File: src/rtl/core/lsab_pkg.sv
package lsab_pkg;

	// Field widths of one node and one result.
	localparam int unsigned ANGLE_W = 16;
	localparam int unsigned DIST_W  = 32;
	localparam int unsigned QUAL_W  = 8;
	localparam int unsigned MM_W    = 16;
	localparam int unsigned DEG_W   = 9;
	localparam int unsigned CHUNK_W = 6;

	// Bin store: one entry per whole degree, 0..360.
	localparam int unsigned STORE_DEPTH = 361;
	localparam int unsigned ADDR_W      = 9;

	// Result lanes.
	localparam int unsigned MAX_LANES = 8;
	localparam int unsigned LANE_W    = 3;

	// Angle conversion: (angle * 90 + 8192) >> 14.
	localparam int unsigned SCALED_W  = 23;
	localparam logic [SCALED_W-1:0] DEG_SCALE = 23'd90;
	localparam logic [SCALED_W-1:0] DEG_ROUND = 23'd8192;
	localparam int unsigned DEG_SHIFT = 14;

	// Rounded mean (2*sum + count) / (2*count).
	localparam int unsigned NUM_W = 18;
	localparam int unsigned DEN_W = 17;
	localparam int unsigned STEP_W = 5;

	// Queue between the front and the back.
	localparam int unsigned QUEUE_DEPTH = 4;
	localparam int unsigned QPTR_W      = 2;
	localparam int unsigned QCNT_W      = 3;

	typedef struct packed {
		logic [DEG_W-1:0] degree;
		logic [MM_W-1:0]  mm;
		logic             valid;
		logic             sync;
	} node_t;

	typedef logic [MAX_LANES-1:0][MM_W-1:0] lanes_t;

endpackage

File: src/rtl/core/lsab_front.sv
module lsab_front (
	input  logic                          in_valid,
	output logic                          in_ready,
	input  logic [lsab_pkg::ANGLE_W-1:0]  angle_q14,
	input  logic [lsab_pkg::DIST_W-1:0]   dist_q2,
	input  logic [lsab_pkg::QUAL_W-1:0]   quality,
	input  logic                          sync,
	input  logic                          clearing,
	input  logic                          push_ready,
	output logic                          push_valid,
	output lsab_pkg::node_t               push_node
);

	logic [lsab_pkg::SCALED_W-1:0] scaled;

	assign scaled = lsab_pkg::SCALED_W'(angle_q14) * lsab_pkg::DEG_SCALE + lsab_pkg::DEG_ROUND;

	always_comb begin
		push_node.degree = scaled[lsab_pkg::SCALED_W-1:lsab_pkg::DEG_SHIFT];
		// Millimetres are the raw value over four; anything past 16 bits clamps.
		push_node.mm     = (|dist_q2[lsab_pkg::DIST_W-1:lsab_pkg::MM_W+2]) ?
			{lsab_pkg::MM_W{1'b1}} : dist_q2[lsab_pkg::MM_W+1:2];
		push_node.valid  = (quality != '0);
		push_node.sync   = sync;
	end

	// No transfer is taken while the bin store is being cleared.
	assign in_ready   = push_ready && !clearing;
	assign push_valid = in_valid && !clearing;

endmodule

File: config.mk
export PLATFORM = sky130hd
export DESIGN_NAME = lsab_front
export DESIGN_NICKNAME = d
export VERILOG_FILES = /design/src/rtl/core/lsab_pkg.sv /design/src/rtl/core/lsab_front.sv
export SDC_FILE = /design/constraint.sdc
export NUM_CORES = 1
export LEC_CHECK = 0
export BUFFER_PORTS_ARGS = -buffer_cell sky130_fd_sc_hd__buf_4
export CORE_ASPECT_RATIO = 1.4
export CORE_MARGIN = 2
export CORE_UTILIZATION = 51
export DETAILED_ROUTE_END_ITERATION = 10
export GPL_TIMING_DRIVEN = 0
export PLACE_DENSITY = 0.84
export SYNTH_ARGS = -nofsm -noshare
export SYNTH_HDL_FRONTEND = slang
export SYNTH_SLANG_ARGS = --single-unit
File: constraint.sdc
create_clock -name vclk -period 4.4
set_input_delay 0.22 -clock vclk [all_inputs]
set_output_delay 0.22 -clock vclk [all_outputs]
set_load 0.02 [all_outputs]
==> flow_summary.ini <==
[status]
outcome = completed

[logic_synthesis]
avgSynthCellArea_um2 = 8.08
syn_inst = 262
synth-adder-area-share = 0.440
ys_warn_count = 0
ys_seq_area_frac = 0
synth_mux_area_frac = 0
synth-simple-area-share = 0.204
synth.distinct_cells = 42
synth_nets = 388
synth_top_family_by_area = adder cells
syn_area_um2 = 2120
synth_compound_area_frac = 0.162
yosys.area_share.xor_xnor = 0.112

[floorplanning]
dieWidth_um = 58.4
dieArea_um2 = 4690
core_um2 = 3950
rows = 27
ioPinCount = 89
die_h_um = 80.2
start_util = 0.535

[finish]
final_cell_mix = buf_4, ha_1, inv_1
fillers = 343
flops_and_latches = 0
clkbuf_count = 0
drive_gt1_frac = 0.362
diodes = 0
syn_to_final_growth_pct = 38.0
seq_area_um2 = 0
post-route-util = 0.739
layout.nets = 479
final_common_cell = buf_4
final_area_um2 = 2920
finalNonFillerCells = 394

[detailed_routing]
dr.first_iter.drc_count = 34
drc = 0
wl_met2_um = 3160
drt_pre_antenna_iters = 4
post_drt_wl_per_cell_um = 13.2
detail-route-antenna-nets = 0
route.vias.total = 2160
maxUsedRoutingLayer = met4
vias_per_cell = 5.48
met1_length_um = 1870
drt-total-wl_um = 5210
dr_wl_met3_um = 161

[placement]
dp.cells = 391
place_area_um2 = 2820
portBuffers = 86
gp_congestion = 0.871
hpwl_um = 4650

[sta]
finalHoldViolations = 0
slew_viol_final = 0
tightestPinTransition_ns = 0.368
setup_viol = 0
max_slew_margin = 0.752
timing.fmax_mhz = 234
period_needed_ns = 4.28
post-route-period-util = 0.972

[critical_path]
crit_type = input pin to output port
start_kind = input pin
worstPathArrival_ns = 4.06
end_kind = output port
crit_required_ns = 4.18
crit_path_max_fanout = 6

[power_and_ir_drop]
peakVddDrop_v = 0.000844
power_density_nw_per_um2 = 485
p_leak_nw = 1.54

[global_routing]
antenna_found_initial = 0
grt.overflow.total = 0
grt_start_max_net_pins = 11
grt_usage = 0.220
grt_pass1_vias = 2124
grt_pass1_wl_um = 8540

[run]
maxCapViolations = 0

[hold_path]
hold_class = input pin to output port
[repair_timing]
action / 4_1_cts / 5_1_grt
hold buffers: 0 / 0
hold endpoints to repair: 0 / 0
setup buffers: 1 / 3
setup endpoints to repair: 1 / 3
pin swaps: 2 / 9
gates resized for setup: 3 / 13
[where the power goes]
group          internal, mW  switching [mW]
Combinational         0.644           0.773
Clock                     0               0
Sequential                0               0
Total                 0.644           0.773
[metal layers]
layer | global-route usage | vias to the layer above
li1 | - | 1093
met5 | 0 | -
met4 | 0.0140 | 0
met3 | 0.00644 | 2
met2 | 0.467 | 50
met1 | 0.236 | 1015
[path summary, 6_finish.rpt]
path,from,to,slack (ns),cells after the start
worst min-delay path,sync,push_node[0],0.64,2
worst max-delay path,angle_q14[15],push_node[26],0.12,17
[cell type report]
class	count	area [µm²]	area share
buffer	3	16.3	0.00557
inverter	41	154	0.0527
multi-input combinational	217	2020	0.692
tap	43	53.8	0.0184
timing repair buffer	90	676	0.231
[stage by stage]
stage | setup slack (ns) | setup TNS [ns] | hold WS [ns] | total power [mW]
6_report | 0.122 | 0 | 0.638 | 1.42
4_1_cts | 0.00803 | 0 | 0.639 | 1.31
2_1_floorplan | 0.204 | 0 | 0.518 | 0.907
3_3_place_gp | -0.125 | -0.125 | 0.638 | 1.25
3_5_place_dp | -0.165 | -0.165 | 0.639 | 1.28
5_1_grt | -0.000619 | -0.000619 | 0.643 | 1.54
[synth_stat cells, types with 7 or more instances]
master / number / area, µm²
ha_1: 52 / 651
a21o_1: 7 / 52.6
xor2_1: 14 / 123
nand2_1: 12 / 45.0
fa_1: 14 / 280
nand3_1: 7 / 35.0
a21oi_1: 16 / 80.1
xnor2_1: 13 / 114
inv_1: 41 / 154
or2_2: 16 / 100
[logic make-up (layout without fill, tap and decap cells)]
| kind of cell | Yosys count | in the layout |
|---|---|---|
| adders and majority gates | 66 | 66 |
| and+or+nand+nor | 74 | 74 |
| xor gates and xnor gates | 27 | 27 |
| AOI/OAI and AO/OA | 50 | 50 |
| buffers and inverters | 45 | 134 |
[worst max-delay path: stages]
cell and delay [ns]:
buf_4 0.13, ha_1 0.32, inv_1 0.07, fa_1 0.47
fa_1 0.51, inv_1 0.06, ha_4 0.27, a21o_1 0.20
o21bai_1 0.19, a221o_1 0.36, a211oi_2 0.20, and4_1 0.23
and4_4 0.25, nand4_1 0.09, a21o_1 0.20, xor2_1 0.14
buf_4 0.15
No activity file was read; power rests on OpenSTA's default activity.
