[config.mk]
export PLATFORM = sky130hd
export DESIGN_NAME = lsab_queue
export DESIGN_NICKNAME = d
export VERILOG_FILES = /design/src/rtl/core/lsab_pkg.sv /design/src/rtl/core/lsab_queue.sv
export SDC_FILE = /design/constraint.sdc
export NUM_CORES = 1
export LEC_CHECK = 0
export ABC_AREA = 1
export BUFFER_PORTS_ARGS = -buffer_cell sky130_fd_sc_hd__buf_2
export CAP_MARGIN = 20
export CORE_UTILIZATION = 37
export CTS_CLUSTER_DIAMETER = 80
export DETAILED_ROUTE_END_ITERATION = 8
export MAX_ROUTING_LAYER = met4
export PLACE_DENSITY = 0.65
export SLEW_MARGIN = 20
export SYNTH_ARGS = -nofsm -noshare
export SYNTH_HDL_FRONTEND = slang
export SYNTH_SLANG_ARGS = --single-unit
[constraint.sdc]
create_clock -name clk -period 3.23 [get_ports clk]
set_input_delay 0.323 -clock clk [delete_from_list [all_inputs] [get_ports clk]]
set_output_delay 0.323 -clock clk [all_outputs]
set_load 0.1 [all_outputs]
[src/rtl/core/lsab_pkg.sv]
package lsab_pkg;

	// Field widths of one node and one result.
	localparam int unsigned ANGLE_W = 16;
	localparam int unsigned DIST_W  = 32;
	localparam int unsigned QUAL_W  = 8;
	localparam int unsigned MM_W    = 16;
	localparam int unsigned DEG_W   = 9;
	localparam int unsigned CHUNK_W = 6;

	// Bin store: one entry per whole degree, 0..360.
	localparam int unsigned STORE_DEPTH = 361;
	localparam int unsigned ADDR_W      = 9;

	// Result lanes.
	localparam int unsigned MAX_LANES = 8;
	localparam int unsigned LANE_W    = 3;

	// Angle conversion: (angle * 90 + 8192) >> 14.
	localparam int unsigned SCALED_W  = 23;
	localparam logic [SCALED_W-1:0] DEG_SCALE = 23'd90;
	localparam logic [SCALED_W-1:0] DEG_ROUND = 23'd8192;
	localparam int unsigned DEG_SHIFT = 14;

	// Rounded mean (2*sum + count) / (2*count).
	localparam int unsigned NUM_W = 18;
	localparam int unsigned DEN_W = 17;
	localparam int unsigned STEP_W = 5;

	// Queue between the front and the back.
	localparam int unsigned QUEUE_DEPTH = 4;
	localparam int unsigned QPTR_W      = 2;
	localparam int unsigned QCNT_W      = 3;

	typedef struct packed {
		logic [DEG_W-1:0] degree;
		logic [MM_W-1:0]  mm;
		logic             valid;
		logic             sync;
	} node_t;

	typedef logic [MAX_LANES-1:0][MM_W-1:0] lanes_t;

endpackage

[src/rtl/core/lsab_queue.sv]
module lsab_queue (
	input  logic            clk,
	input  logic            arst_n,
	input  logic            push_valid,
	output logic            push_ready,
	input  lsab_pkg::node_t push_node,
	output logic            pop_valid,
	input  logic            pop_ready,
	output lsab_pkg::node_t pop_node
);

	lsab_pkg::node_t                entries_q [lsab_pkg::QUEUE_DEPTH];
	logic [lsab_pkg::QPTR_W-1:0]    wr_ptr_q;
	logic [lsab_pkg::QPTR_W-1:0]    rd_ptr_q;
	logic [lsab_pkg::QCNT_W-1:0]    count_q;
	logic                           do_push;
	logic                           do_pop;

	assign push_ready = (count_q != lsab_pkg::QCNT_W'(lsab_pkg::QUEUE_DEPTH));
	assign pop_valid  = (count_q != '0);
	assign pop_node   = entries_q[rd_ptr_q];
	assign do_push    = push_valid && push_ready;
	assign do_pop     = pop_valid && pop_ready;

	always_ff @(posedge clk or negedge arst_n) begin
		if (!arst_n) begin
			wr_ptr_q <= '0;
			rd_ptr_q <= '0;
			count_q  <= '0;
		end else begin
			if (do_push)
				wr_ptr_q <= wr_ptr_q + 1'b1;
			if (do_pop)
				rd_ptr_q <= rd_ptr_q + 1'b1;
			if (do_push && !do_pop)
				count_q <= count_q + 1'b1;
			else if (do_pop && !do_push)
				count_q <= count_q - 1'b1;
		end
	end

	always_ff @(posedge clk) begin
		if (do_push)
			entries_q[wr_ptr_q] <= push_node;
	end

endmodule

==> summary.md <==
| Metric | Value |
|---|---|
| Proportion of netlist area held by the largest area contributor | 0.6832 |
| #FFs+latches synth | around 120 |
| Number of vias per cell | 4.548 |
| Largest net degree at the start of global routing | a little under 70 |
| Crit path DAT | around 2.4 ns |
| Final hold violations | 0 |
| Worst-Skew Late Latency | about 0.40 ns |
| Drt first pass iters | 4 |
| Most common flop cell mapped by yosys | edfxtp_1 |
| Cell variety after synth | 18 |
| Initial Utilization | 0.3777 |
| Most frequent cells after synthesis | edfxtp_1 (108), nand2_1 (98), inv_1 (68) |
| Synth top area cells | edfxtp_1 (68%), nand2_1 (7.7%), o211ai_1 (7.0%) |
| Crit path launch type | flip-flop |
| Row count | between 40 and 50 |
| Post-synth ARST share | 0.06087 |
| H-tree depth | 4 |
| CTS Root Cell | clkbuf_16 |
| Initial antenna violation count | 1 |
| Relative slew slack | 0.3653 |
| Fin nets | around 480 |
| P&R area growth vs syn | 23.93% |
| Fin crit share | 0.8421 |
| CTS tree | built |
| Final HPWL DP | around 5400 µm |
| Clock-pin slew on the worst setup and hold paths | approximately 0.050 ns |
| Vias in the first global route | roughly 2.8k |
| DRC | 0 |
| Crit path capture type | output pin |
| Wire length per cell | about 14 µm |
| Initial DRC count | about 240 |
| I/O pins | 60 |
| Setup TNS Final | 0 ns |
| Share of cells above drive strength 1 | 0.2462 |
| EDFF count, synth | between 100 and 150 |
| Status | finished, final reports clean |
| Gpl congestion | 0.6909 |
| Die Wd | 115.3 µm |
| Required @ worst endpoint | around 2.9 ns |
| # clock sinks | around 120 |
| Num CTS Buffers | 17 |
| Worst Tran Pin Value | approximately 0.95 ns |
| Setup Viol. Count Final | 0 |
| CTS max path bufs | 2 |
| Count leader, synth | edfxtp_1 |
| Setup bufs post-CTS | 0 |
| Met3 Usage GRT | 0.05271 |
| Global-route met1 utilization | 0.1767 |
| Via count | ~2.9k |
| GRT met2 Usage | 0.2418 |
| Routed WL | approximately 8700 µm |
| Gr ovfl total | 0 |
| Quantity of I/O buffers inserted on ports | ~60 |
| All-Layer GR Usage | 0.1512 |
| Total Die Area | ~0.013 mm² |
| Crit Path Category | reg -> out |
| YS warnings | 0 |
| Synth Net Count | between 400 and 500 |
| Area leader, netlist | edfxtp_1 |
| Finished Core Util | 0.4681 |
| First-pass GRT wire length | roughly 14000 µm |
| Synth Cell Area | around 0.0047 mm² |
| Core area | about 0.013 mm² |
| Min cycle time layout | around 2.7 ns |
| Detail Route Antenna Nets | 0 |
| Height of the die | roughly 120 µm |
| Slew Limit Fails | 0 |
| Hold crit path type | in -> reg |
| FMAX | ~0.37 GHz |
| Crit path max fanout | 68 |
| Mean Syn Cell Area | roughly 13 µm² |
| Busiest layer in global routing | met2 |
| Unrepaired setup endpoints after global routing | no |
| Synth Instances | ~370 |
| Clock skew | about 0.0057 ns |
| Number of max-cap violations | 0 |
| Sequential element share of the synthesized area | 0.7201 |
==> sequential cells by signal, summed over array words and instances (netlist names) <==
signal	flops
entries_q	108
count_q	3
rd_ptr_q	2
wr_ptr_q	2
==> cell families (layout without fill, tap and decap cells) <==
kind of cell / count (synthesis) / after routing / share of synthesized area
AOI/OAI and AO/OA: 55 / 55 / 0.09699
xor gates and xnor gates: 1 / 1 / 0.001845
adders and majority gates: 6 / 6 / 0.01740
buffers and inverters: 86 / 168 / 0.07433
DFF: 115 / 115 / 0.7201
other: 0 / 1 / 0
and+or+nand+nor: 110 / 110 / 0.08935
==> cell usage in the layout (no fill, tap or decap) <==
cell,instances
edfxtp_1,108
nand2_1,98
inv_1,68
buf_2,59
o211ai_1,44
clkbuf_16,17
o211ai_2,10
nand3_1,7
dfrtp_1,7
clkinv_2,6
ha_1,5
buf_4,5
nor2_4,4
bufinv_16,4
clkinvlp_4,3
diode_2,1
inv_2,1
o21ai_0,1
xnor2_1,1
nand4_1,1
fa_1,1
inv_6,1
clkinv_1,1
clkinv_4,1
dlygate4sd3_1,1
buf_12,1
==> path summary, 6_finish.rpt <==
path / endpoint / slack, ns / from / cells after the start
max: pop_node[13] / 0.51 / rd_ptr_q[0] / 6
min: entries_q[2][0] / 0.14 / push_node[0] / 1
max reg2reg: count_q[1] / 1.06 / count_q[0] / 9
min reg2reg: count_q[2] / 0.51 / count_q[2] / 2
max in group asynchronous: wr_ptr_q[0] / 2.77 / arst_n / 2
min in group asynchronous: count_q[2] / 0.29 / arst_n / 2
==> worst max-delay path, stage by stage (launching register included) <==
cell	delay, ns
dfrtp_1	0.38
clkinv_2	0.43
buf_12	0.39
nand2_1	0.09
o211ai_1	0.08
nand2_1	0.14
buf_2	0.43
==> routing by layer <==
metal / share of wire / wire length (µm)
met1: 0.46 / 4040
met2: 0.48 / 4187
met3: 0.049 / 432
met4: 0.0082 / 72
met5: 0 / 0
==> metrics by stage <==
step                instance area [µm²]  hold slack [ns]  cells  setup WS [ns]
floorplan                          4747          0.02741    373        0.01492
global placement                   5256           0.1662    594         0.9976
detailed placement                 5256           0.1729    594         0.9512
CTS                                5881           0.1242    627         0.4858
global route                       5883           0.1199    628         0.3713
finish                             5883           0.1350    628         0.5100
==> cell type report <==
| class | count | area, µm² |
|---|---|---|
| Fill cell | 1111 | 6685 |
| Sequential cell | 115 | 3418 |
| Multi-Input combinational cell | 172 | 1006 |
| Clock buffer | 17 | 425.4 |
| Timing Repair Buffer | 66 | 362.8 |
| Inverter | 70 | 264.0 |
| Tap cell | 172 | 215.2 |
| Clock inverter | 15 | 188.9 |
| Antenna cell | 1 | 2.502 |
==> repair_timing <==
| action | CTS | global route |
|---|---|---|
| hold endpoints to repair | 7 | 0 |
| resized for setup | 0 | 0 |
| hold buffers | 1 | 0 |
| endpoints found under the setup margin | 0 | 0 |
Power is not shown: default switching activity piles up to over one toggle a cycle in this logic, so the estimate is an artifact.
